File: config.mk
export PLATFORM = sky130hd
export DESIGN_NAME = utf8_to_utf16_validating_decoder
export DESIGN_NICKNAME = d
export VERILOG_FILES = /design/src/design/u8u16_pkg.sv /design/src/design/u8u16_decode.sv /design/src/design/utf8_to_utf16_validating_decoder.sv
export VERILOG_INCLUDE_DIRS = /design/src /design/src/design
export SDC_FILE = /design/constraint.sdc
export NUM_CORES = 1
export LEC_CHECK = 0
export ABC_CLOCK_PERIOD_IN_PS = 7600
export BUFFER_PORTS_ARGS = -buffer_cell sky130_fd_sc_hd__buf_2
export CORE_UTILIZATION = 55
export CTS_BUF_LIST = sky130_fd_sc_hd__clkbuf_8
export DETAILED_ROUTE_END_ITERATION = 16
export PLACE_DENSITY = 0.75
export RECOVER_POWER = 100
export SETUP_SLACK_MARGIN = 0.15
export SYNTH_ARGS = -nofsm -noshare
export SYNTH_HDL_FRONTEND = slang
export SYNTH_SLANG_ARGS = --single-unit
File: constraint.sdc
create_clock -name clk -period 7.6 [get_ports clk]
set_input_delay 0.38 -clock clk [delete_from_list [all_inputs] [get_ports clk]]
set_output_delay 0.38 -clock clk [all_outputs]
set_load 0.02 [all_outputs]
File: src/design/utf8_to_utf16_validating_decoder_assert.svh
// ----------------------------------------------------------------------------
// utf8 to utf16 decoder assertion macros
// shared property macros for the decoder's concurrent checks
// ----------------------------------------------------------------------------
`ifndef UTF8_TO_UTF16_VALIDATING_DECODER_ASSERT_SVH
`define UTF8_TO_UTF16_VALIDATING_DECODER_ASSERT_SVH

// same-cycle implication, checked out of reset
`define U8U16_ASSERT_IMP(label, ante, cons) \
  label: assert property (@(posedge clk) disable iff (!rst_n) (ante) |-> (cons)) \
    else $error("u8u16 same-cycle check failed");

// next-cycle implication, checked out of reset
`define U8U16_ASSERT_NXT(label, ante, cons) \
  label: assert property (@(posedge clk) disable iff (!rst_n) (ante) |=> (cons)) \
    else $error("u8u16 next-cycle check failed");

`endif

File: src/design/u8u16_pkg.sv
// ----------------------------------------------------------------------------
// u8u16 package
// shared types and constants of the utf8 to utf16 decoder
// ----------------------------------------------------------------------------
`timescale 1ns / 1ps

package u8u16_pkg;

  localparam logic [15:0] REPLACEMENT = 16'hFFFD;
  localparam logic [20:0] MAX_POINT   = 21'h10FFFF;
  localparam logic [20:0] SURR_LOW    = 21'h00D800;
  localparam logic [20:0] SURR_HIGH   = 21'h00DFFF;
  localparam logic [15:0] LEAD_BASE   = 16'hD800;
  localparam logic [15:0] TRAIL_BASE  = 16'hDC00;
  localparam logic [20:0] SUPP_BASE   = 21'h010000;
  localparam logic [20:0] MIN_LEN2    = 21'h000080;
  localparam logic [20:0] MIN_LEN3    = 21'h000800;

  localparam logic [2:0] LEN_NONE = 3'd0;
  localparam logic [2:0] LEN_TWO  = 3'd2;
  localparam logic [2:0] LEN_THREE = 3'd3;
  localparam logic [2:0] LEN_FOUR = 3'd4;

  // sequence in progress
  typedef struct packed {
    logic [2:0]  seq_len;  // expected length, 0 when idle
    logic [1:0]  taken;    // bytes buffered, lead included
    logic [14:0] partial;  // point bits gathered so far
  } seq_state_t;

  // everything one request produces: a run of replacements, then up to two units
  typedef struct packed {
    logic [2:0]  n_units;
    logic [2:0]  n_repl;
    logic [15:0] tail0;
    logic        tail0_repl;
    logic [15:0] tail1;
    logic        eos;
  } unit_desc_t;

endpackage

File: src/design/u8u16_decode.sv
// ----------------------------------------------------------------------------
// u8u16 decode
// one byte against the sequence state: unit descriptor and next state
// ----------------------------------------------------------------------------
`timescale 1ns / 1ps

module u8u16_decode (
  input  logic [7:0]             data_byte,
  input  logic                   eos,
  input  u8u16_pkg::seq_state_t  st,
  output u8u16_pkg::seq_state_t  st_nxt,
  output u8u16_pkg::unit_desc_t  desc
);

  typedef struct packed {
    logic        emit;
    logic [15:0] unit;
    logic        repl;
    logic [2:0]  len;
    logic [14:0] bits;
  } lead_t;

  function automatic lead_t lead_decode(input logic [7:0] b, input logic end_flag);
    lead_t r;
    r = '0;
    if (b[7] == 1'b0) begin
      r.emit = 1'b1;
      r.unit = {8'h00, b};
    end else begin
      if (b[7:5] == 3'b110) begin
        r.len  = u8u16_pkg::LEN_TWO;
        r.bits = {10'd0, b[4:0]};
      end else if (b[7:4] == 4'b1110) begin
        r.len  = u8u16_pkg::LEN_THREE;
        r.bits = {11'd0, b[3:0]};
      end else if (b[7:3] == 5'b11110) begin
        r.len  = u8u16_pkg::LEN_FOUR;
        r.bits = {12'd0, b[2:0]};
      end
      if (r.len == u8u16_pkg::LEN_NONE || end_flag) begin
        r.emit = 1'b1;
        r.unit = u8u16_pkg::REPLACEMENT;
        r.repl = 1'b1;
        r.len  = u8u16_pkg::LEN_NONE;
        r.bits = '0;
      end
    end
    return r;
  endfunction

  lead_t       lead;
  logic        active;
  logic        is_cont;
  logic [20:0] cp;
  logic [2:0]  taken3;
  logic [20:0] minimum;
  logic        bad_point;
  logic [19:0] v;

  always_comb begin
    lead      = lead_decode(data_byte, eos);
    active    = (st.seq_len == u8u16_pkg::LEN_TWO || st.seq_len == u8u16_pkg::LEN_THREE ||
                 st.seq_len == u8u16_pkg::LEN_FOUR) && (st.taken != 2'd0);
    is_cont   = (data_byte[7:6] == 2'b10);
    cp        = {st.partial, data_byte[5:0]};
    taken3    = {1'b0, st.taken} + 3'd1;
    minimum   = (st.seq_len == u8u16_pkg::LEN_TWO)   ? u8u16_pkg::MIN_LEN2 :
                (st.seq_len == u8u16_pkg::LEN_THREE) ? u8u16_pkg::MIN_LEN3 :
                                                       u8u16_pkg::SUPP_BASE;
    bad_point = (cp < minimum) || (cp > u8u16_pkg::MAX_POINT) ||
                (cp >= u8u16_pkg::SURR_LOW && cp <= u8u16_pkg::SURR_HIGH);
    v         = 20'(cp - u8u16_pkg::SUPP_BASE);

    desc       = '0;
    desc.eos   = eos;
    st_nxt     = '0;

    if (!active) begin
      desc.n_units    = {2'd0, lead.emit};
      desc.tail0      = lead.unit;
      desc.tail0_repl = lead.repl;
      st_nxt.seq_len  = lead.len;
      st_nxt.taken    = (lead.len != u8u16_pkg::LEN_NONE) ? 2'd1 : 2'd0;
      st_nxt.partial  = lead.bits;
    end else if (is_cont) begin
      if (taken3 >= st.seq_len) begin
        if (bad_point) begin
          desc.n_repl  = st.seq_len;
          desc.n_units = st.seq_len;
        end else if (cp < u8u16_pkg::SUPP_BASE) begin
          desc.n_units = 3'd1;
          desc.tail0   = cp[15:0];
        end else begin
          // surrogate pair
          desc.n_units = 3'd2;
          desc.tail0   = u8u16_pkg::LEAD_BASE + {6'd0, v[19:10]};
          desc.tail1   = u8u16_pkg::TRAIL_BASE + {6'd0, v[9:0]};
        end
      end else if (eos) begin
        // truncated at end of string
        desc.n_repl  = taken3;
        desc.n_units = taken3;
      end else begin
        st_nxt.seq_len = st.seq_len;
        st_nxt.taken   = taken3[1:0];
        st_nxt.partial = cp[14:0];
      end
    end else begin
      // broken sequence: flush buffered bytes, then retry the byte as a lead
      desc.n_repl     = {1'b0, st.taken};
      desc.n_units    = {1'b0, st.taken} + {2'd0, lead.emit};
      desc.tail0      = lead.unit;
      desc.tail0_repl = lead.repl;
      st_nxt.seq_len  = lead.len;
      st_nxt.taken    = (lead.len != u8u16_pkg::LEN_NONE) ? 2'd1 : 2'd0;
      st_nxt.partial  = lead.bits;
    end

    if (eos) begin
      st_nxt = '0;
    end
  end

endmodule

File: src/design/utf8_to_utf16_validating_decoder.sv
// ----------------------------------------------------------------------------
// utf8 to utf16 validating decoder
// streams utf8 bytes in, utf16 code units out, with u+fffd replacement
// ----------------------------------------------------------------------------
//
//   channel | handshake            | fields                                     | dir
//   --------+----------------------+--------------------------------------------+----
//   input   | in_valid, in_ready   | in_data_byte, in_end_of_string             | in
//   result  | out_valid, out_ready | out_code_unit, out_replaced, out_last_unit | out
//
// one byte request is taken per cycle while in_ready is high; it lands in the
// input register and is decoded from there into a descriptor held in the output slot
// a byte yields 0 to 4 units; the output slot sends one unit per cycle while
// out_ready is high, so a byte with several units holds the input side back
// while the slot drains, once both stages are full (the slot's unit counter sets this)
// bytes that yield no unit pass the decode stage without using the slot
// synchronous active-low reset clears the sequence state and both valid flags
`timescale 1ns / 1ps

module utf8_to_utf16_validating_decoder (
  input  logic        clk,
  input  logic        rst_n,
  input  logic        in_valid,
  output logic        in_ready,
  input  logic [7:0]  in_data_byte,
  input  logic        in_end_of_string,
  output logic        out_valid,
  input  logic        out_ready,
  output logic [15:0] out_code_unit,
  output logic        out_replaced,
  output logic        out_last_unit
);

  `include "utf8_to_utf16_validating_decoder_assert.svh"

  // input register
  logic       s1_valid_r, s1_valid_nxt;
  logic [7:0] s1_byte_r;
  logic       s1_eos_r;

  // sequence state, updated as the input register is decoded
  u8u16_pkg::seq_state_t st_r, st_nxt, st_dec;

  // output slot
  u8u16_pkg::unit_desc_t slot_r, slot_nxt, desc;
  logic                  slot_valid_r, slot_valid_nxt;
  logic [1:0]            idx_r, idx_nxt;

  logic in_acc;
  logic out_acc;
  logic slot_last;
  logic slot_done;
  logic s1_adv;
  logic [2:0] idx3;

  u8u16_decode u_decode (
    .data_byte (s1_byte_r),
    .eos       (s1_eos_r),
    .st        (st_r),
    .st_nxt    (st_dec),
    .desc      (desc)
  );

  always_comb begin
    idx3      = {1'b0, idx_r};
    slot_last = (idx3 == (slot_r.n_units - 3'd1));
    out_acc   = slot_valid_r && out_ready;
    slot_done = out_acc && slot_last;
    // decode stage moves on when its units have somewhere to go
    s1_adv    = s1_valid_r && ((desc.n_units == 3'd0) || !slot_valid_r || slot_done);
    in_ready  = !s1_valid_r || s1_adv;
    in_acc    = in_valid && in_ready;

    s1_valid_nxt = in_acc ? 1'b1 : (s1_adv ? 1'b0 : s1_valid_r);
    st_nxt       = s1_adv ? st_dec : st_r;

    slot_nxt       = slot_r;
    slot_valid_nxt = slot_valid_r;
    idx_nxt        = idx_r;
    if (s1_adv && desc.n_units != 3'd0) begin
      slot_nxt       = desc;
      slot_valid_nxt = 1'b1;
      idx_nxt        = 2'd0;
    end else if (slot_done) begin
      slot_valid_nxt = 1'b0;
    end else if (out_acc) begin
      idx_nxt = idx_r + 2'd1;
    end

    // replacements first, then the decoded tail
    out_valid = slot_valid_r;
    if (idx3 < slot_r.n_repl) begin
      out_code_unit = u8u16_pkg::REPLACEMENT;
      out_replaced  = 1'b1;
    end else if (idx3 == slot_r.n_repl) begin
      out_code_unit = slot_r.tail0;
      out_replaced  = slot_r.tail0_repl;
    end else begin
      out_code_unit = slot_r.tail1;
      out_replaced  = 1'b0;
    end
    out_last_unit = slot_r.eos && slot_last;
  end

  always_ff @(posedge clk) begin
    if (!rst_n) begin
      s1_valid_r   <= 1'b0;
      slot_valid_r <= 1'b0;
      st_r         <= '0;
      idx_r        <= 2'd0;
    end else begin
      s1_valid_r   <= s1_valid_nxt;
      slot_valid_r <= slot_valid_nxt;
      st_r         <= st_nxt;
      idx_r        <= idx_nxt;
    end
  end

  // payload registers
  always_ff @(posedge clk) begin
    if (in_acc) begin
      s1_byte_r <= in_data_byte;
      s1_eos_r  <= in_end_of_string;
    end
    slot_r <= slot_nxt;
  end

  // a held descriptor always has one to four units and a counter inside them
  `U8U16_ASSERT_IMP(a_slot_count, slot_valid_r,
    (slot_r.n_units != 3'd0) && (slot_r.n_units <= 3'd4) && (idx3 < slot_r.n_units))
  // a replaced unit is always u+fffd
  `U8U16_ASSERT_IMP(a_repl_value, out_valid && out_replaced,
    out_code_unit == u8u16_pkg::REPLACEMENT)
  // end of string leaves no sequence behind
  `U8U16_ASSERT_NXT(a_eos_clears, s1_adv && s1_eos_r, st_r.seq_len == u8u16_pkg::LEN_NONE)
  // a sequence in progress has buffered at least the lead and is not complete
  `U8U16_ASSERT_IMP(a_seq_sane, st_r.seq_len != u8u16_pkg::LEN_NONE,
    (st_r.taken != 2'd0) && ({1'b0, st_r.taken} < st_r.seq_len))
  // an end-of-string byte always produces a unit
  `U8U16_ASSERT_IMP(a_eos_emits, s1_valid_r && s1_eos_r, desc.n_units != 3'd0)

endmodule
==> summary.txt <==
Slew Viols, Final: 35
Area share of the largest cell type after synthesis: 36.1%
Number of filler cells placed in the layout: 561
Mean routed wirelength per cell: 16.2 um
Synth warnings: 0
Critical Path Start Type: flop
Number of levels in the clock H-tree: 3
Area of the core: 0.00639 sq mm
Async set or reset register ratio after synthesis: 0%
Num ports: 33
Unrepaired setup endpoints after global routing: false
Max-cap violations: 1
Total number of nets in the final design: 428
Post-detailed-placement half-perimeter wirelength: 5730 um
Total area of sequential cells: 0.00180 sq mm
Sum Neg Setup Slack: 0 ns
Post-Route WL: 7820 um
Clock sink count: 68
Number of post-CTS setup repair buffers: 0
Post-cts hold buffer count: 0
Total power per unit cell area: 193 mW/mm^2
Antenna violations before repair: 0
Worst vdd ir: 128 uV
Clock root buffer: sky130_fd_sc_hd__clkbuf_8
Highest-count cells in the layout ignoring fill and taps: sky130_fd_sc_hd__nand2_1 (73), sky130_fd_sc_hd__edfxtp_1 (44), sky130_fd_sc_hd__nor2_1 (26)
Total Power Consumption: 764 uW
Min-delay worst type: in2reg
Setup CP Type: reg2reg
Total nets after synthesis: 398
Overall via count from detail_route: 2780
Vias per inst: 5.74
Residual overflow from global routing: 0
Result of the run: complete, but fails checks
Number of synthesized flops with an enable pin: 44
Hold violation total from the final report: 0
Clock latency reported for the late side of the worst-skew pair: 0.35 ns
Fmax: 205 MHz
Slowest cell delay on critical path: 1.27 ns
Area growth from synthesis to layout: 8.52%
Hold slack: 0.208 ns
Signal arrival time at the worst endpoint: 4.83 ns
CP bufs+invs: 2
Post-synthesis instance area: 0.00366 sq mm
Leading cell type in the layout, fill and taps excluded: sky130_fd_sc_hd__nand2_1
CTS tree: done
Series of cell instances along the critical path: inv_1, ha_1, ha_1, nand2_1, o21a_1, nor3_1, nand4_1, o211ai_1, or3_1, o21ai_0, nor2_2, clkbuf_1
Slowest cell on crit path: sky130_fd_sc_hd__clkbuf_1
Global-route usage over all layers: 23.6%
DR iter-0 viols: 200
Commonest register cell after synthesis: sky130_fd_sc_hd__edfxtp_1
Reg clk slew, reported paths: 0.07 ns
Number of placement rows: 29
Leakage power figure: 0.00148 uW
RD Place Congestion: 0.915
Share of the clock period used by the worst path after layout: 64.3%
Multi-input combinational cell area: 0.00166 sq mm
Worst Max-Slew Pin Slew: 1.74 ns
DRT antenna net count: 0
Gate count after technology mapping: 372
Share of final-layout standard cells stronger than drive strength 1: 8.35%
CP Capture Type: flop
Tmin final: 4.89 ns
Die Ht: 83.5 um
Count of port buffers added during placement: 32
Yosys reg bits: 68
Portion of the post-synthesis area used by sequential elements: 49.3%
Die outline area: 0.00698 sq mm
First-pass GRT wire length: 12800 um
Avg Inst Size Synth: 9.83 sq um
Violated checks: capacitance limit, slew limit
Post-synth cell types: 50
Pin count of the biggest net entering global routing: 35
Number of buffers added by the clock tree synthesis step: 9
Chip width: 83.5 um
Skew final: 0.00983 ns
Setup Viol. Count Final: 0
Synth top area cells: sky130_fd_sc_hd__edfxtp_1 (36%), sky130_fd_sc_hd__dfxtp_1 (13%), sky130_fd_sc_hd__nand2_1 (7.5%)
Cell repeated most along the worst path: sky130_fd_sc_hd__ha_1
Number of resized instances in the post-cts repair step: 0
ANT cells: 0
Via count of the first global-routing pass: 2574
Number of iterations in the first detailed-routing pass: 5
Relative slew slack: -16.0%
Crit path max fanout: 34
Dominant delay contributor by cell family on the critical path: buffers and inverters
Clk buf depth: 2
Leading area contributor after synthesis: sky130_fd_sc_hd__edfxtp_1
Worst EP required: 7.54 ns
Initial cell density of the core: 57.3%
DRC violation count after routing: 0
-- worst reg2reg max path, delay by kind of cell (launching register included) --
kind	cells	cell delay, ns
simple gates	5	1.33
fa+ha+maj	2	0.64
buf+inv	2	1.34
flops	1	0.46
compound gates	3	0.71
-- cell usage after synthesis, types with 4 or more instances --
cell type,count
sky130_fd_sc_hd__nand2_1,73
sky130_fd_sc_hd__edfxtp_1,44
sky130_fd_sc_hd__nor2_1,27
sky130_fd_sc_hd__dfxtp_1,24
sky130_fd_sc_hd__inv_1,21
sky130_fd_sc_hd__mux2i_1,21
sky130_fd_sc_hd__nand3_1,18
sky130_fd_sc_hd__o21ai_0,17
sky130_fd_sc_hd__ha_1,13
sky130_fd_sc_hd__and2_1,12
sky130_fd_sc_hd__clkbuf_1,12
sky130_fd_sc_hd__a21oi_1,9
sky130_fd_sc_hd__nor3_1,6
sky130_fd_sc_hd__a21o_1,5
sky130_fd_sc_hd__a221o_1,5
sky130_fd_sc_hd__nand4_1,5
sky130_fd_sc_hd__o21a_1,4
sky130_fd_sc_hd__xnor2_1,4
-- final timing paths --
check	cells past startpoint	end	from	slack, ns
hold reg to reg	2	st_r[11]$_SDFFE_PN0P_	st_r[11]$_SDFFE_PN0P_	0.50
setup / recovery	12	slot_r[18]$_DFFE_PP_	st_r[15]$_SDFFE_PN0P_	2.71
setup reg to reg	12	slot_r[18]$_DFFE_PP_	st_r[15]$_SDFFE_PN0P_	2.71
hold / removal	1	s1_eos_r$_DFFE_PP_	in_end_of_string	0.21
-- final cells by class --
type,instances,area share [%]
flip-flops and latches,68,45.4
well taps,77,2.43
repair buffers,34,3.63
inverters,21,1.99
clock buffers,9,3.12
multi-input cells,268,41.9
clock inverters,7,1.51
-- per-stage QoR --
stage	area [sq um]	worst slack, ns	utilization [%]	cells
after CTS	4040	3.53	63.2	484
final	3970	2.71	62.1	484
after detailed placement	3850	3.82	60.3	468
after floorplan	3660	3.17	-	372
after global routing	3970	2.26	62.1	484
after global placement	3850	3.87	60.3	468
-- flip-flops by register name (all words and copies together), names as in the netlist --
signal	count
slot_r	35
st_r	20
s1_byte_r	8
idx_r	2
out_valid	1
s1_eos_r	1
s1_valid_r	1
-- power by group --
part	switching, uW	internal (uW)	total, uW	leakage [uW]
registers	10.3	410	421	0.000610
logic	41.8	22.2	64.1	0.000765
clock network	132	147	280	0.000101
-- per-layer routing --
layer | up-vias | global-route usage [%] | wire length, um
met5 | - | 0 | 0
li1 | 1382 | - | -
met1 | 1308 | 33.0 | 3710
met4 | 0 | 9.09 | 95
met2 | 81 | 35.9 | 3590
met3 | 9 | 5.34 | 415
-- logic make-up after synthesis --
group | synth area share (%)
AND/OR/NAND/NOR | 21.4
adder cells (fa/ha/maj) | 4.45
multiplexers | 5.75
AO/OA/AOI/OAI | 13.4
buffers and inverters | 4.31
flip-flops | 49.3
XOR/XNOR | 1.44
No activity file was read; power rests on OpenSTA's default activity.
